File: src/cfr_pkg.sv
// Package for the command frame receiver: field widths, command codes and status masks.
package cfr_pkg;

   localparam int unsigned BYTE_WIDTH      = 8;
   localparam int unsigned CSR_INDEX_WIDTH = 2;
   localparam int unsigned POS_WIDTH       = 3;
   localparam int unsigned RSP_DATA_WIDTH  = 32;

   // Position of the checksum byte, the last one of a frame
   localparam logic [POS_WIDTH-1:0] POS_CHECKSUM = 3'd4;
   localparam logic [POS_WIDTH-1:0] POS_CHANNEL  = 3'd2;
   localparam logic [POS_WIDTH-1:0] POS_COMMAND  = 3'd3;

   // Register indexes of the configuration port
   localparam logic [CSR_INDEX_WIDTH-1:0] CSR_HEADER_FIRST  = 2'd0;
   localparam logic [CSR_INDEX_WIDTH-1:0] CSR_HEADER_SECOND = 2'd1;

   // Header reset values
   localparam logic [BYTE_WIDTH-1:0] HEADER_FIRST_RESET  = 8'hEB;
   localparam logic [BYTE_WIDTH-1:0] HEADER_SECOND_RESET = 8'h90;

   // Command codes
   localparam logic [BYTE_WIDTH-1:0] CMD_SELFCHECK = 8'h11;
   localparam logic [BYTE_WIDTH-1:0] CMD_LOOPCHECK = 8'h13;
   localparam logic [BYTE_WIDTH-1:0] CMD_FIRE      = 8'h14;

   // Status masks
   localparam logic [BYTE_WIDTH-1:0] STATUS_ERR  = 8'h01;
   localparam logic [BYTE_WIDTH-1:0] STATUS_HIGH = 8'hF0;

   // One result item
   typedef struct packed {
      logic [BYTE_WIDTH-1:0] status_word;
      logic                  upload_req;
      logic                  fire_req;
      logic                  loopcheck_req;
      logic                  selfcheck_req;
      logic [BYTE_WIDTH-1:0] command_code;
      logic [BYTE_WIDTH-1:0] channel_select;
      logic                  frame_ok;
   } result_type;

endpackage

File: src/command_frame_receiver.sv
// Top level: five-byte command frame parser with header and checksum check.
// Latency: a frame's result is presented the cycle after its fifth byte transfer.
// Throughput: one byte per cycle; bytes one to four give no result, the fifth gives one.
// Input is held off only while a result waits and the result side is stalled.
// Reset (synchronous, active high) clears byte position, checksum, status and the
// result valid, and restores both header registers to 0xEB and 0x90.
module command_frame_receiver (
   input  logic                                 clock,
   input  logic                                 reset,
   // Input stream; tdata: [7:0] rx_byte
   input  logic                                 req_tvalid,
   output logic                                 req_tready,
   input  logic [cfr_pkg::BYTE_WIDTH-1:0]       req_tdata,
   // Result stream; tdata: [0] frame_ok, [8:1] channel_select, [16:9] command_code,
   // [17] selfcheck_req, [18] loopcheck_req, [19] fire_req, [20] upload_req,
   // [28:21] status_word, [31:29] zero
   output logic                                 rsp_tvalid,
   input  logic                                 rsp_tready,
   output logic [cfr_pkg::RSP_DATA_WIDTH-1:0]   rsp_tdata,
   // Configuration write port
   input  logic                                 csr_we,
   input  logic [cfr_pkg::CSR_INDEX_WIDTH-1:0]  csr_index,
   input  logic [cfr_pkg::BYTE_WIDTH-1:0]       csr_wdata
);

   localparam int unsigned RESULT_WIDTH = $bits(cfr_pkg::result_type);

   logic [cfr_pkg::BYTE_WIDTH-1:0] header_first_ff, header_first_in;
   logic [cfr_pkg::BYTE_WIDTH-1:0] header_second_ff, header_second_in;
   logic [cfr_pkg::POS_WIDTH-1:0]  pos_ff, pos_in;
   logic [cfr_pkg::BYTE_WIDTH-1:0] frame_bytes_ff [4];
   logic [cfr_pkg::BYTE_WIDTH-1:0] sum_ff, sum_in;
   logic [cfr_pkg::BYTE_WIDTH-1:0] status_ff, status_in;
   logic                           rsp_valid_ff, rsp_valid_in;
   cfr_pkg::result_type            result_ff, result_in;

   logic req_xfer;
   logic last_byte;
   logic frame_ok;
   logic [cfr_pkg::BYTE_WIDTH-1:0] cmd;

   // Accept a byte whenever the result register is free or being drained
   assign req_tready = !rsp_valid_ff || rsp_tready;
   assign req_xfer   = req_tvalid && req_tready;
   assign last_byte  = pos_ff >= cfr_pkg::POS_CHECKSUM;

   // Check headers and checksum against the byte now arriving
   assign cmd      = frame_bytes_ff[3];
   assign frame_ok = (frame_bytes_ff[0] == header_first_ff) &&
                     (frame_bytes_ff[1] == header_second_ff) &&
                     (sum_ff == req_tdata);

   // Header registers
   always_comb begin
      header_first_in  = header_first_ff;
      header_second_in = header_second_ff;
      if (csr_we) begin
         if (csr_index == cfr_pkg::CSR_HEADER_FIRST) begin
            header_first_in = csr_wdata;
         end else if (csr_index == cfr_pkg::CSR_HEADER_SECOND) begin
            header_second_in = csr_wdata;
         end
      end
   end

   // Frame position, checksum and status update
   always_comb begin
      pos_in    = pos_ff;
      sum_in    = sum_ff;
      status_in = status_ff;
      if (req_xfer) begin
         if (last_byte) begin
            pos_in = '0;
            sum_in = '0;
            if (frame_ok) begin
               if (cmd == cfr_pkg::CMD_LOOPCHECK) begin
                  status_in = status_ff & ~(cfr_pkg::STATUS_HIGH | cfr_pkg::STATUS_ERR);
               end else begin
                  status_in = status_ff & ~cfr_pkg::STATUS_ERR;
               end
            end else begin
               status_in = status_ff | cfr_pkg::STATUS_ERR;
            end
         end else begin
            pos_in = pos_ff + 1'b1;
            if (pos_ff == cfr_pkg::POS_CHANNEL || pos_ff == cfr_pkg::POS_COMMAND) begin
               sum_in = sum_ff + req_tdata;
            end
         end
      end
   end

   // Result register load and drain
   always_comb begin
      rsp_valid_in = rsp_valid_ff;
      if (rsp_valid_ff && rsp_tready) begin
         rsp_valid_in = 1'b0;
      end
      if (req_xfer && last_byte) begin
         rsp_valid_in = 1'b1;
      end
   end

   always_comb begin
      result_in                = result_ff;
      result_in.frame_ok       = frame_ok;
      result_in.channel_select = frame_bytes_ff[2];
      result_in.command_code   = cmd;
      result_in.selfcheck_req  = frame_ok && (cmd == cfr_pkg::CMD_SELFCHECK);
      result_in.loopcheck_req  = frame_ok && (cmd == cfr_pkg::CMD_LOOPCHECK);
      result_in.fire_req       = frame_ok && (cmd == cfr_pkg::CMD_FIRE);
      result_in.upload_req     = !frame_ok;
      result_in.status_word    = status_in;
   end

   // Control registers
   always_ff @(posedge clock) begin
      if (reset) begin
         header_first_ff  <= cfr_pkg::HEADER_FIRST_RESET;
         header_second_ff <= cfr_pkg::HEADER_SECOND_RESET;
         pos_ff           <= '0;
         sum_ff           <= '0;
         status_ff        <= '0;
         rsp_valid_ff     <= 1'b0;
      end else begin
         header_first_ff  <= header_first_in;
         header_second_ff <= header_second_in;
         pos_ff           <= pos_in;
         sum_ff           <= sum_in;
         status_ff        <= status_in;
         rsp_valid_ff     <= rsp_valid_in;
      end
   end

   // Payload registers: frame bytes and result
   always_ff @(posedge clock) begin
      if (req_xfer && !last_byte) begin
         frame_bytes_ff[pos_ff[1:0]] <= req_tdata;
      end
      if (req_xfer && last_byte) begin
         result_ff <= result_in;
      end
   end

   assign rsp_tvalid = rsp_valid_ff;
   assign rsp_tdata  = {{(cfr_pkg::RSP_DATA_WIDTH - RESULT_WIDTH){1'b0}}, result_ff};

   // Position never passes the checksum byte
   a_pos_range: assert property (@(posedge clock) disable iff (reset)
      pos_ff <= cfr_pkg::POS_CHECKSUM)
      else $error("byte position out of range");

   // A checksum byte transfer always leaves a result waiting
   a_frame_result: assert property (@(posedge clock) disable iff (reset)
      (req_xfer && last_byte) |=> rsp_valid_ff)
      else $error("completed frame gave no result");

   // A new result appears only after a checksum byte transfer
   a_result_source: assert property (@(posedge clock) disable iff (reset)
      $rose(rsp_valid_ff) |-> $past(req_xfer && last_byte))
      else $error("result without completed frame");

   // Exactly one of frame_ok and upload request is set
   a_ok_upload: assert property (@(posedge clock) disable iff (reset)
      rsp_valid_ff |-> (result_ff.frame_ok ^ result_ff.upload_req))
      else $error("frame_ok and upload_req disagree");

   // At most one command request, and only on a valid frame
   a_one_request: assert property (@(posedge clock) disable iff (reset)
      rsp_valid_ff |-> ($onehot0({result_ff.selfcheck_req, result_ff.loopcheck_req,
                                  result_ff.fire_req}) &&
                        (result_ff.frame_ok || !(result_ff.selfcheck_req ||
                         result_ff.loopcheck_req || result_ff.fire_req))))
      else $error("conflicting command requests");

endmodule

File: config.mk
export PLATFORM = sky130hd
export DESIGN_NAME = command_frame_receiver
export DESIGN_NICKNAME = d
export VERILOG_FILES = /design/src/cfr_pkg.sv /design/src/command_frame_receiver.sv
export SDC_FILE = /design/constraint.sdc
export NUM_CORES = 1
export LEC_CHECK = 0
export BUFFER_PORTS_ARGS = -buffer_cell sky130_fd_sc_hd__buf_2
export CAP_MARGIN = 20
export CORE_MARGIN = 2
export CORE_UTILIZATION = 39
export DETAILED_ROUTE_END_ITERATION = 8
export PLACE_DENSITY = 0.63
export REMOVE_ABC_BUFFERS = 1
export SLEW_MARGIN = 5
export SYNTH_ARGS = -nofsm -noshare
export SYNTH_HDL_FRONTEND = slang
export SYNTH_SLANG_ARGS = --single-unit
File: constraint.sdc
create_clock -name clock -period 2.5 [get_ports clock]
set_clock_uncertainty 0.15 [all_clocks]
set_input_delay 0.25 -clock clock [delete_from_list [all_inputs] [get_ports clock]]
set_output_delay 0.25 -clock clock [all_outputs]
set_load 0.05 [all_outputs]
Yosys cells after proc, flatten, opt, wreduce, memory -nomap -nowiden
Memory sizes are Yosys's and may differ from the RTL's. A register that Yosys moved wholly into a read port is not among the register bits.
Index checks and enable logic that the tools add are counted.
Word-level totals
  bits in registers: 57
  bits in writable memories: 32
  input bits: 23
  output and inout port bits: 34
  memories: 1
Memory list
  frame_bytes_ff: words 4, width 8, rd ports 4, clocked after memory_dff 1, wr ports 1, RTL line command_frame_receiver.sv:31  | logic [cfr_pkg::BYTE_WIDTH-1:0] frame_bytes_ff [4];
Cells by class
  add/subtract/negate cells: 2
  magnitude comparators: 1
  equality and inequality tests: 9
  multiplexer cells: 11
  bitwise operators: 1
  reductions and logical operators: 20
Operator list (count)
  2-to-1 mux 8 bit: 6
  == test 8 x 5 -> 1 bit (second input constant): 3
  == test 8 bit: 3
  logical AND 1 bit: 9
  adder 8 bit: 1
  == test 3 x 2 -> 1 bit (second input constant): 2
  2-to-1 mux 1 bit: 4
  AND reduction 2 bit: 2
  nonzero test 2 bit: 2
  adder 3 x 1 -> 3 bit (second input constant): 1
  >= comparator 3 bit (second input constant): 1
  zero test 1 bit: 3
  2-to-1 mux 3 bit: 1
  AND reduction 3 bit: 1
  == test 2 x 1 -> 1 bit (second input constant): 1
  zero test 2 bit: 1
  logical OR 1 bit: 2
  inverter 1 bit: 1

Longest topological paths before layout
An unclocked memory read counts as a cell.
  depth after elaboration: 7
  gate-level depth with buffers: 9
  mapped depth without buffers: 8

Worst setup path after synthesis
Ideal clock, no wire load.
  path type: reg-to-reg
  from: reg rsp_valid_ff (netlist: rsp_tvalid)
  to: reg result_ff, in the netlist rsp_tdata[21], data pin
  setup time: 262 ps
  arrival: 2253 ps
  setup slack: -165 ps
  cell stages (with the launch flop): 5
  buffers on the path: 0
  clock period less this slack: 2665 ps
  path through: dfxtp_1 -> nand2b_1 -> nand3_1 -> inv_1 -> mux2_2
RTL lines
  start, declared: RTL line command_frame_receiver.sv:34  | logic rsp_valid_ff, rsp_valid_in;
  start signal, assigned: RTL line command_frame_receiver.sv:131  | rsp_valid_ff <= rsp_valid_in;
  end signal, assigned: RTL line command_frame_receiver.sv:141  | result_ff <= result_in;
  end, declared: RTL line command_frame_receiver.sv:35  | cfr_pkg::result_type result_ff, result_in;

==> flow_metrics.py <==
metrics = {
    "floorplan": {
        "initial_core_util": 0.400,
        "die_area_sq_um": 10200,
        "pin_count": 57,
        "core_sq_um": 9150,
        "fp.dieH_um": 101,
        "core.rowCount": 35,
        "die_w_um": 101,
    },
    "setup_path": {
        "crit_arrival_ps": 2410,
        "worstSetupEndpointType": "flip-flop",
        "start_kind": "primary input",
        "critPathMaxFanout": 5,
        "critical_path_class": "primary input to flip-flop",
        "timing.rr.start": "sum_ff[4]$_SDFFE_PP0P_",
        "cp_data_required_time_ps": 2550,
        "startpoint": "req_tdata[5]",
    },
    "clock_tree": {
        "clkSinkCount": 91,
        "cts_root_buf": "clkbuf_8",
        "path_clk_slew_ps": 90,
        "clock_latency_ps": 350,
        "cts_setup_buffers": 0,
        "cts_htree_levels": 3,
        "cts_buffers": 9,
        "cts.path.max_buffers": 2,
        "cts_tree": "built",
    },
    "synth": {
        "ys_top_cells_by_count": "edfxtp_1, dfxtp_1, nor2_1",
        "yosys_register_bits": 91,
        "yosys_most_used_dff": "edfxtp_1",
        "yosysWarnings": 0,
        "syn_avg_cell_area_sq_um": 13.7,
        "synth_edf_count": 58,
        "synthTopCellsByArea": "edfxtp_1, dfxtp_1, ha_1, xnor2_1, nor2_1",
        "synthDominantCellAreaShare": 0.476,
        "synth.most_common_cell": "edfxtp_1",
        "netlist_area_sq_um": 3660,
        "yosysTopAreaCell": "edfxtp_1",
        "syn-instance-count": 268,
        "seq_area_frac_synth": 0.656,
        "ys_types": 44,
        "async_flop_share": 0,
    },
    "grt": {
        "grt_max_degree": 35,
        "grt_pass1_wl_um": 11400,
        "grt_pass1_vias": 2181,
        "antenna_found_initial": 0,
        "grt-ovfl-total": 0,
        "track_usage": 0.150,
    },
    "timing": {
        "setup_tns_ps": 0,
        "relSlewSlack": 0.535,
        "fin_crit_sh": 0.941,
        "fin_crit_ps": 2350,
        "fin_ws_ps": 146,
        "max_freq_mhz": 425,
        "setup_viol": 0,
        "final_max_slew_viol_count": 0,
        "hold_viol": 0,
        "worst_pin_slew_ps": 698,
        "rsz0062_at_grt": "false",
    },
    "placement": {
        "place_congestion": 0.825,
        "io_buffers": 50,
        "place_area_sq_um": 4070,
        "dp_hpwl_um": 5040,
        "dpl_worst_slack_ps": -0.814,
    },
    "routing": {
        "dr.pass1.iters": 4,
        "drcViolationCount": 0,
        "drtAntennaViolNets": 0,
        "wire_per_inst_um": 15.7,
        "vias": 2191,
        "drt_iter0_drc": 97,
        "drt_wl_total_um": 7120,
        "viasPerCell": 4.82,
    },
    "cells_and_area": {
        "syn2layout_area_growth_pct": 19.9,
        "fillerInstances": 825,
        "layout.nets": 375,
        "finish.instance_area_sq_um": 4390,
        "layout-drive-gt1-share": 0.259,
        "finalCoreUtilization": 0.480,
        "n_antenna_cell": 0,
    },
    "hold_path": {
        "holdCritStartpoint": "req_tdata[3]",
        "min-delay-path-class": "primary input to flip-flop",
    },
    "power_and_ir_drop": {
        "total_power_w": 0.00281,
        "powerDensity_nw_per_um2": 641,
        "cellLeakagePower_nw": 1.71,
        "vdd_ir_drop_max_uv": 252,
    },
    "run": {
        "maxCapViolCount": 0,
    },
    "run_status": {
        "status": "finished, final reports clean",
    },
}
-- placed cells by master (no fill, tap or decap), types with 6 or more instances in the layout --
cell type      instances
xnor2_1               16
inv_1                  9
xor2_1                 6
a211o_1                8
mux2i_1                8
nand3_1                6
ha_1                  10
buf_2                 50
dfxtp_1               32
nor2b_1               11
buf_4                  9
dlygate4sd3_1         10
conb_1                 6
nor2_1                23
clkbuf_8               9
edfxtp_1              58
a21oi_1               10
-- repair_timing --
| action | in CTS | in global routing |
|---|---|---|
| hold buffers | 10 | 0 |
| endpoints found under the setup margin | 0 | 10 |
| resized for setup | 0 | 5 |
| hold endpoints to repair | 22 | 0 |
-- worst max-delay path: stages --
cell           delay [ps]
dlygate4sd3_1         540
buf_2                 160
ha_1                  360
nor4_2                310
nand3_2               190
or3_4                 410
nor3b_2               180
-- worst paths after layout --
check / endpoint / slack (ps) / cells past startpoint
hold reg to reg: rsp_tdata[3]$_DFFE_PP_ / 280 / 0
setup reg to reg: rsp_tdata[19]$_DFFE_PP_ / 170 / 7
hold / removal: frame_bytes_ff[3][3]$_DFFE_PP_ / 7 / 1
setup / recovery: rsp_tdata[19]$_DFFE_PP_ / 150 / 7
-- through the flow --
stage,cells,hold WS [ps]
after detailed placement,429,255
after global placement,429,253
after global routing,455,3.87
after CTS,455,5.84
final,455,7.41
after floorplan,259,169
-- flip-flops by register name (all words and copies together) (netlist names) --
register / flops
frame_bytes_ff: 32
header_first_ff: 8
header_second_ff: 8
pos_ff: 3
rsp_tdata: 26
rsp_tvalid: 1
status_ff: 5
sum_ff: 8
-- cell families (layout without fill, tap and decap cells) --
family                   after synthesis  after routing  synth area share
other                                  1              6           0.00102
XOR/XNOR                              22             22            0.0526
AO/OA/AOI/OAI                         31             31            0.0588
buffers and inverters                 23             94            0.0297
AND/OR/NAND/NOR                       78             78             0.130
adder cells (fa/ha/maj)               13             13            0.0465
flip-flops                            91             91             0.656
multiplexers                           9              9            0.0249
-- per-layer routing --
layer  routed length [um]  vias up  share of wire  track usage
met1                 3220     1026           0.45        0.197
met3                  378        9          0.053       0.0298
met4                  124        0          0.017       0.0674
met5                    0        -              0            0
met2                 3400       56           0.48        0.239
li1                     -     1100              -            -
-- power breakdown --
part	switching (W)	internal [W]	leakage (nW)
logic	0.000133	0.0000925	0.798
registers	0.0000216	0.00163	0.817
clock network	0.000551	0.000386	0.0971
total	0.000705	0.00211	1.71
-- final cells by class --
class / instances / area, sq um / share of cell area
flip-flops and latches: 91 / 2400 / 0.548
multi-input cells: 159 / 1210 / 0.275
repair buffers: 69 / 418 / 0.0952
well taps: 111 / 139 / 0.0316
clock buffers: 9 / 124 / 0.0282
clock inverters: 7 / 63.8 / 0.0145
inverters: 9 / 33.8 / 0.00770
(Power assumes the default switching activity.)
